==> src/design/csvt_pkg.sv <==
// Shared types, codes and character constants of the CSV record tokenizer.
`default_nettype none

package csvt_pkg;

	// Input item kinds.
	localparam logic [1:0] KIND_CHAR    = 2'd0;
	localparam logic [1:0] KIND_NEWLINE = 2'd1;
	localparam logic [1:0] KIND_EOS     = 2'd2;

	// Result item kinds.
	localparam logic [1:0] OK_CHAR       = 2'd0;
	localparam logic [1:0] OK_FIELD_END  = 2'd1;
	localparam logic [1:0] OK_RECORD_END = 2'd2;
	localparam logic [1:0] OK_MALFORMED  = 2'd3;

	// Characters with a special meaning.
	localparam logic [7:0] CH_COMMA = 8'h2C;
	localparam logic [7:0] CH_QUOTE = 8'h22;
	localparam logic [7:0] CH_CR    = 8'h0D;
	localparam logic [7:0] CH_LF    = 8'h0A;

	// Default number of entries in the result queue.
	localparam int CSVT_FIFO_DEPTH = 4;

	// Parser flags carried from one item to the next.
	typedef struct packed {
		logic in_quotes;
		logic quote_pending;
		logic quote_done;
		logic field_nonempty;
		logic cr_pending;
		logic line_started;
		logic skipping_line;
	} csvt_state_t;

	// One result item.
	typedef struct packed {
		logic [1:0] out_kind;
		logic [7:0] out_char;
		logic       last;
	} csvt_result_t;

	// Everything one item produces: next flags and up to two results.
	typedef struct packed {
		csvt_state_t  st;
		logic [1:0]   cnt;
		csvt_result_t r0;
		csvt_result_t r1;
	} csvt_work_t;

endpackage : csvt_pkg

`default_nettype wire

==> src/design/csvt_step.sv <==
// Combinational next-state and result logic for one registered input item.
`default_nettype none

module csvt_step
	import csvt_pkg::*;
(
	input  wire csvt_state_t st_in,
	input  wire logic [1:0]  kind,
	input  wire logic [7:0]  chr,
	output csvt_work_t       work
);

	// Append one result, at most two per item.
	function automatic csvt_work_t emit(input csvt_work_t w, input logic [1:0] k,
			input logic [7:0] c);
		csvt_work_t r;
		r = w;
		if (w.cnt == 2'd0) begin
			r.r0 = '{out_kind: k, out_char: c, last: 1'b0};
			r.cnt = 2'd1;
		end else if (w.cnt == 2'd1) begin
			r.r1 = '{out_kind: k, out_char: c, last: 1'b0};
			r.cnt = 2'd2;
		end
		return r;
	endfunction

	// Clear the flags of the current record.
	function automatic csvt_state_t clear_record(input csvt_state_t s);
		csvt_state_t r;
		r = s;
		r.in_quotes      = 1'b0;
		r.quote_pending  = 1'b0;
		r.quote_done     = 1'b0;
		r.field_nonempty = 1'b0;
		r.cr_pending     = 1'b0;
		r.line_started   = 1'b0;
		return r;
	endfunction

	// Handle one ordinary byte of a record.
	function automatic csvt_work_t take_byte(input csvt_work_t w_in, input logic [7:0] c);
		csvt_work_t w;
		w = w_in;
		if (w.st.skipping_line) begin
			return w;
		end
		w.st.line_started = 1'b1;
		if (w.st.quote_pending) begin
			w.st.quote_pending = 1'b0;
			if (c == CH_QUOTE) begin
				return emit(w, OK_CHAR, CH_QUOTE);
			end
			w.st.in_quotes  = 1'b0;
			w.st.quote_done = 1'b1;
		end else if (w.st.in_quotes) begin
			if (c == CH_QUOTE) begin
				w.st.quote_pending = 1'b1;
				return w;
			end
			return emit(w, OK_CHAR, c);
		end
		if (w.st.quote_done && (c != CH_COMMA)) begin
			w = emit(w, OK_MALFORMED, 8'h00);
			w.st = clear_record(w.st);
			w.st.skipping_line = 1'b1;
			return w;
		end
		if (c == CH_COMMA) begin
			w = emit(w, OK_FIELD_END, 8'h00);
			w.st.quote_done     = 1'b0;
			w.st.field_nonempty = 1'b0;
		end else if ((c == CH_QUOTE) && !w.st.field_nonempty) begin
			w.st.in_quotes = 1'b1;
		end else begin
			w = emit(w, OK_CHAR, c);
			w.st.field_nonempty = 1'b1;
		end
		return w;
	endfunction

	// A quote seen just before a line end is a closing quote.
	function automatic csvt_state_t resolve_quote(input csvt_state_t s);
		csvt_state_t r;
		r = s;
		if (s.quote_pending) begin
			r.quote_pending = 1'b0;
			r.in_quotes     = 1'b0;
			r.quote_done    = 1'b1;
		end
		return r;
	endfunction

	// Dispatch on the item kind, then mark the final result.
	always_comb begin
		work = '0;
		work.st = st_in;
		case (kind)
			KIND_CHAR: begin
				if (!work.st.skipping_line) begin
					if (work.st.cr_pending) begin
						work.st.cr_pending = 1'b0;
						work = take_byte(work, CH_CR);
					end
					if (!work.st.skipping_line) begin
						if (chr == CH_CR) begin
							work.st.cr_pending   = 1'b1;
							work.st.line_started = 1'b1;
						end else begin
							work = take_byte(work, chr);
						end
					end
				end
			end
			KIND_NEWLINE: begin
				work.st.cr_pending = 1'b0;
				if (work.st.skipping_line) begin
					work.st = clear_record(work.st);
					work.st.skipping_line = 1'b0;
				end else begin
					work.st = resolve_quote(work.st);
					if (work.st.in_quotes) begin
						work = emit(work, OK_CHAR, CH_LF);
					end else begin
						work = emit(work, OK_RECORD_END, 8'h00);
						work.st = clear_record(work.st);
					end
				end
			end
			KIND_EOS: begin
				work.st.cr_pending = 1'b0;
				if (!work.st.skipping_line) begin
					work.st = resolve_quote(work.st);
					if (work.st.in_quotes) begin
						work = emit(work, OK_MALFORMED, 8'h00);
					end else if (work.st.line_started) begin
						work = emit(work, OK_RECORD_END, 8'h00);
					end
				end
				work.st = clear_record(work.st);
				work.st.skipping_line = 1'b0;
			end
			default: begin
			end
		endcase
		if (work.cnt == 2'd1) begin
			work.r0.last = 1'b1;
		end else if (work.cnt == 2'd2) begin
			work.r1.last = 1'b1;
		end
	end

endmodule : csvt_step

`default_nettype wire

==> src/design/csvt_result_fifo.sv <==
// Small register queue of result items: up to two writes in, one read out per cycle.
`default_nettype none

module csvt_result_fifo
	import csvt_pkg::*;
#(
	parameter int DEPTH = CSVT_FIFO_DEPTH
) (
	input  wire logic         clk,
	input  wire logic         arst_n,
	input  wire logic [1:0]   push_cnt,
	input  wire csvt_result_t push0,
	input  wire csvt_result_t push1,
	input  wire logic         pop,
	output csvt_result_t      head,
	output logic              not_empty,
	output logic              room2
);

	localparam int PTR_W = (DEPTH > 1) ? $clog2(DEPTH) : 1;
	localparam int CNT_W = $clog2(DEPTH + 1);

	csvt_result_t         mem_q [DEPTH];
	logic [PTR_W-1:0]     wr_ptr_q;
	logic [PTR_W-1:0]     rd_ptr_q;
	logic [CNT_W-1:0]     count_q;
	logic [PTR_W-1:0]     wr_ptr_p1;
	logic [PTR_W-1:0]     wr_ptr_p2;
	logic [PTR_W-1:0]     rd_ptr_p1;

	// Pointer step with wrap at the queue depth.
	function automatic logic [PTR_W-1:0] inc_ptr(input logic [PTR_W-1:0] p);
		logic [PTR_W-1:0] r;
		r = (p == PTR_W'(DEPTH - 1)) ? '0 : p + PTR_W'(1);
		return r;
	endfunction

	assign wr_ptr_p1 = inc_ptr(wr_ptr_q);
	assign wr_ptr_p2 = inc_ptr(wr_ptr_p1);
	assign rd_ptr_p1 = inc_ptr(rd_ptr_q);

	assign head      = mem_q[rd_ptr_q];
	assign not_empty = (count_q != '0);
	assign room2     = (count_q <= CNT_W'(DEPTH - 2));

	// Entry storage.
	always_ff @(posedge clk) begin
		if (push_cnt != 2'd0) begin
			mem_q[wr_ptr_q] <= push0;
		end
		if (push_cnt == 2'd2) begin
			mem_q[wr_ptr_p1] <= push1;
		end
	end

	// Pointers and fill level.
	always_ff @(posedge clk or negedge arst_n) begin
		if (!arst_n) begin
			wr_ptr_q <= '0;
			rd_ptr_q <= '0;
			count_q  <= '0;
		end else begin
			if (push_cnt == 2'd1) begin
				wr_ptr_q <= wr_ptr_p1;
			end else if (push_cnt == 2'd2) begin
				wr_ptr_q <= wr_ptr_p2;
			end
			if (pop) begin
				rd_ptr_q <= rd_ptr_p1;
			end
			count_q <= count_q + CNT_W'(push_cnt) - CNT_W'(pop);
		end
	end

endmodule : csvt_result_fifo

`default_nettype wire

==> src/design/csv_record_tokenizer.sv <==
// Top level of the CSV record tokenizer: input register, parser flags and result queue.
// Path: an item waits in the input register until the queue has room for two results,
// and its results are then offered from the result queue.
// Throughput: one item per cycle while items give at most one result each and the output
// is not stalled; the output port moves one result per cycle.
// The result queue sets how far input can run ahead of a stalled output.
// Reset: arst_n clears all parser flags, the input valid bit and the queue at once.
`default_nettype none

module csv_record_tokenizer
	import csvt_pkg::*;
#(
	parameter int FIFO_DEPTH = CSVT_FIFO_DEPTH
) (
	input  wire logic       clk,
	input  wire logic       arst_n,
	input  wire logic       s_axis_tvalid,
	output logic            s_axis_tready,
	input  wire logic [7:0] s_axis_tdata,  // [7:0] char_in
	input  wire logic [1:0] s_axis_tuser,  // [1:0] kind
	output logic            m_axis_tvalid,
	input  wire logic       m_axis_tready,
	output logic [7:0]      m_axis_tdata,  // [7:0] out_char
	output logic [1:0]      m_axis_tuser,  // [1:0] out_kind
	output logic            m_axis_tlast
);

	logic         valid_s1;
	logic [1:0]   kind_s1;
	logic [7:0]   char_s1;
	csvt_state_t  state_q;
	csvt_work_t   work;
	logic         room2;
	logic         proc;
	logic         not_empty;
	csvt_result_t head;

	// An item in the input register is processed once the queue can take two results.
	assign proc          = valid_s1 && room2;
	assign s_axis_tready = !valid_s1 || proc;

	// Input register.
	always_ff @(posedge clk or negedge arst_n) begin
		if (!arst_n) begin
			valid_s1 <= 1'b0;
		end else if (s_axis_tready) begin
			valid_s1 <= s_axis_tvalid;
		end
	end

	always_ff @(posedge clk) begin
		if (s_axis_tvalid && s_axis_tready) begin
			kind_s1 <= s_axis_tuser;
			char_s1 <= s_axis_tdata;
		end
	end

	// Parser flags.
	always_ff @(posedge clk or negedge arst_n) begin
		if (!arst_n) begin
			state_q <= '0;
		end else if (proc) begin
			state_q <= work.st;
		end
	end

	csvt_step u_step (
		.st_in (state_q),
		.kind  (kind_s1),
		.chr   (char_s1),
		.work  (work)
	);

	csvt_result_fifo #(
		.DEPTH (FIFO_DEPTH)
	) u_fifo (
		.clk       (clk),
		.arst_n    (arst_n),
		.push_cnt  (proc ? work.cnt : 2'd0),
		.push0     (work.r0),
		.push1     (work.r1),
		.pop       (m_axis_tvalid && m_axis_tready),
		.head      (head),
		.not_empty (not_empty),
		.room2     (room2)
	);

	// Output transfer.
	assign m_axis_tvalid = not_empty;
	assign m_axis_tdata  = head.out_char;
	assign m_axis_tuser  = head.out_kind;
	assign m_axis_tlast  = head.last;

	// A line is skipped only after the record flags were cleared.
	a_skip_clears: assert property (@(posedge clk) disable iff (!arst_n)
		state_q.skipping_line |-> (!state_q.in_quotes && !state_q.quote_done))
		else $error("skipping a line with record flags set");

	// A pending quote exists only inside a quoted field.
	a_pending_in_quotes: assert property (@(posedge clk) disable iff (!arst_n)
		state_q.quote_pending |-> state_q.in_quotes)
		else $error("quote pending outside quotes");

	// A newline outside a skip always yields exactly one result.
	a_newline_one: assert property (@(posedge clk) disable iff (!arst_n)
		(proc && (kind_s1 == KIND_NEWLINE) && !state_q.skipping_line) |-> (work.cnt == 2'd1))
		else $error("newline did not give one result");

endmodule : csv_record_tokenizer

`default_nettype wire

==> config.mk <==
export PLATFORM = sky130hd
export DESIGN_NAME = csv_record_tokenizer
export DESIGN_NICKNAME = d
export VERILOG_FILES = /design/src/design/csvt_pkg.sv /design/src/design/csvt_step.sv /design/src/design/csvt_result_fifo.sv /design/src/design/csv_record_tokenizer.sv
export SDC_FILE = /design/constraint.sdc
export NUM_CORES = 1
export LEC_CHECK = 0
export BUFFER_PORTS_ARGS = -buffer_cell sky130_fd_sc_hd__buf_2
export CAP_MARGIN = 5
export CORE_UTILIZATION = 55
export CTS_CLUSTER_DIAMETER = 30
export CTS_CLUSTER_SIZE = 16
export DETAILED_ROUTE_END_ITERATION = 16
export PLACE_DENSITY = 0.8
export SYNTH_ARGS = -nofsm -noshare
export SYNTH_HDL_FRONTEND = slang
export SYNTH_SLANG_ARGS = --single-unit
==> constraint.sdc <==
create_clock -name clk -period 3.8 [get_ports clk]
set_input_delay 0.19 -clock clk [delete_from_list [all_inputs] [get_ports clk]]
set_output_delay 0.19 -clock clk [all_outputs]
set_load 0.05 [all_outputs]
==> flow_metrics.py <==
metrics = {
    "timing": {
        "slew_headroom": 0.4168,
        "fin_crit_sh": 0.9476,
        "hold_viol": 0,
        "setup_viol": 0,
        "drv_slew": 0,
        "fmax_mhz": 277.7,
        "tightestPinTransition_ps": 868.2,
        "fin_ws_ps": 199.2,
        "fin_skew_ps": 14.56,
        "period_minus_slack_ps": 3601,
    },
    "grt": {
        "grt_max_degree": 16,
        "antenna_found_initial": 0,
        "grt_pass1_vias": 3771,
        "grt_usage": 0.2965,
        "grt_pass1_wl_um": 19000,
        "grt_overflow": 0,
    },
    "yosys": {
        "synth_cell_types": 70,
        "netlist_area_mm2": 0.004434,
        "synth-edff-count": 54,
        "syn_nets": 443,
        "avgSynthCellArea_um2": 10.82,
        "seq_area_frac_synth": 0.4503,
        "synth_area_leaders": "edfxtp_1 (37%), dfrtp_1 (8.5%), mux4_2 (5.6%)",
        "synth_top_cell_by_area": "edfxtp_1",
        "ys_ff_latch": 69,
        "async_flop_share": 0.2174,
        "syn_inst": 410,
        "synth_ff_type": "edfxtp_1",
        "yosys_warnings": 0,
        "yosysTopAreaCellShare": 0.3657,
    },
    "clock_network": {
        "cts_made_buffers": 9,
        "h-tree-depth": 3,
        "clock-root-buffer": "clkbuf_8",
        "cts_sinks": 69,
        "cts_tree": "built",
        "clock_latency_ps": 350,
        "cts_buffer_depth": 2,
        "clk_pin_slew_worst_paths_ps": 70,
    },
    "worst_setup_path": {
        "startpoint_type": "flip-flop",
        "arrival_ps": 3790,
        "rr_endpoint": "u_fifo.mem_q[1][7]",
        "ff2ff_path_depth": 17,
        "r2r-start": "state_q[5]",
        "rrSetupSlack_ps": 200,
        "crit_path_end": "u_fifo.mem_q[1][7]",
        "worstSetupPathType": "reg2reg",
        "critical_path_required_ps": 3990,
        "endpoint_kind": "flip-flop",
        "startpoint": "state_q[5]",
        "crit_fanout": 8,
    },
    "drt": {
        "wl_met3_um": 776,
        "drt_iter0_markers": 321,
        "vias": 3699,
        "routed_wl_um": 11960,
        "drc": 0,
        "drt-met1-wl_um": 4650,
        "firstDrtPassIters": 5,
        "final_antenna_net_count": 0,
        "wl_met2_um": 6053,
        "highest_layer": "met4",
        "post_drt_wl_per_cell_um": 20.88,
        "viasPerCell": 6.455,
    },
    "floorplanning": {
        "core_area_mm2": 0.007767,
        "die_w_um": 91.79,
        "dieArea_mm2": 0.008425,
        "initial_core_util": 0.5709,
        "fp-row-count": 32,
        "io_pins": 27,
        "die-height_um": 91.79,
    },
    "power_and_ir_drop": {
        "peakVddDrop_mv": 0.3528,
        "p_per_area_mw_per_mm2": 581.2,
        "total_leakage_power_nw": 2.007,
        "finalPower_mw": 3.058,
    },
    "flow_run": {
        "max_cap_violations": 0,
    },
    "final_layout": {
        "fin_area_mm2": 0.005261,
        "diodes": 0,
        "fin_util": 0.6774,
        "drive_gt1_frac": 0.2675,
        "nets": 499,
        "area_delta_synth_final_pct": 18.65,
    },
    "run_status": {
        "status": "complete, no violations",
    },
    "worst_hold_path": {
        "hold_path.class": "in2reg",
    },
    "place": {
        "post-place-ws_ps": -76.07,
        "gp_congestion": 1.071,
        "portBuffers": 26,
        "dpl_cell_area_mm2": 0.004907,
        "dp_hpwl_um": 9008,
    },
}
==> flip-flops by register name, summed over array words and instances (netlist names) <==
name,count
u_fifo.wr_ptr_q,2
char_s1,8
u_fifo.count_q,3
u_fifo.mem_q,44
valid_s1,1
u_fifo.rd_ptr_q,2
state_q,7
kind_s1,2
==> where the power goes <==
part | internal (mW) | total (mW) | switching [mW]
clock network | 0.386 | 0.670 | 0.284
registers | 0.974 | 1.12 | 0.144
logic | 0.474 | 1.27 | 0.796
total | 1.83 | 3.06 | 1.22
==> cells in the mapped netlist (9+ instances only) <==
| library cell | n |
|---|---|
| nand3_1 | 17 |
| edfxtp_1 | 54 |
| clkbuf_1 | 11 |
| a21oi_1 | 23 |
| inv_1 | 13 |
| nor3_1 | 10 |
| o2bb2ai_1 | 12 |
| mux4_2 | 11 |
| nand2_1 | 35 |
| ha_1 | 18 |
| o21ai_0 | 20 |
| nor2_1 | 26 |
| dfrtp_1 | 15 |
| nand2b_1 | 9 |
==> critical path: stages, from the launching register on <==
cell and delay [ps]:
dfrtp_1 380, nand2b_1 150, a21boi_0 170, buf_4 150, o21ai_0 110, nor2_1 170
inv_1 100, ha_1 200, nor2_1 100, o211ai_1 120, o41a_2 440, or3_4 410
inv_2 80, ha_4 160, and2_1 150, nand2_1 110, a21oi_2 290, o2bb2ai_1 160
==> per-stage QoR <==
step	TNS (ps)	hold WS (ps)	std cells
3_5_place_dp	-202.6	123.8	551
5_1_grt	-24.58	9.729	573
2_1_floorplan	-12080	-105.6	410
6_report	0	18.68	573
4_1_cts	0	15.13	568
3_3_place_gp	-73.58	123.6	551
==> layout make-up <==
| class | count | area [um^2] |
|---|---|---|
| Sequential cell | 69 | 1997 |
| Multi-Input combinational cell | 303 | 2349 |
| Fill cell | 582 | 2506 |
| Clock inverter | 6 | 85.08 |
| Tap cell | 102 | 127.6 |
| Inverter | 15 | 56.30 |
| Timing Repair Buffer | 68 | 509.2 |
| Clock buffer | 10 | 137.6 |
==> layer usage <==
layer	vias up	global-route usage
met3	47	0.05390
met5	-	0
li1	1688	-
met2	199	0.4950
met4	0	0.1589
met1	1765	0.3661
==> cells by family after synthesis <==
group	share of synthesized area
AO/OA/AOI/OAI	0.2136
flip-flops	0.4503
multiplexers	0.07647
XOR/XNOR	0.005927
AND/OR/NAND/NOR	0.1620
adder cells (fa/ha/maj)	0.05531
buffers and inverters	0.03640
==> cell usage in the layout (no fill, tap or decap), drive strengths merged, types with 7 or more instances in the layout <==
cell type  count
nand2         35
dfrtp         15
o31ai          8
buf           67
a21boi         7
nor2          26
mux4          11
o2bb2ai       12
inv           16
clkbuf        10
nand3         17
a21o           8
and2           8
o21ai         22
nand2b         9
nor3          12
a21oi         23
edfxtp        54
ha            18
mux2i          8
==> repair_timing <==
action,in CTS,in global routing
pin swaps,0,2
hold buffers,1,0
endpoints found under the hold margin,15,0
resized for setup,4,16
setup endpoints to repair,10,86
setup buffers,0,5
==> how the worst min path moves through the flow <==
stage	cells after the start	slack [ps]	start	end
finish	1	20	s_axis_tuser[1]	kind_s1[1]
global route	1	10	s_axis_tdata[2]	char_s1[2]
CTS	1	20	s_axis_tuser[1]	kind_s1[1]
detailed placement	1	120	arst_n	u_fifo.rd_ptr_q[1]
global placement	1	120	arst_n	u_fifo.rd_ptr_q[1]
floorplan	0	-110	arst_n	state_q[0]
(Power assumes the default switching activity.)
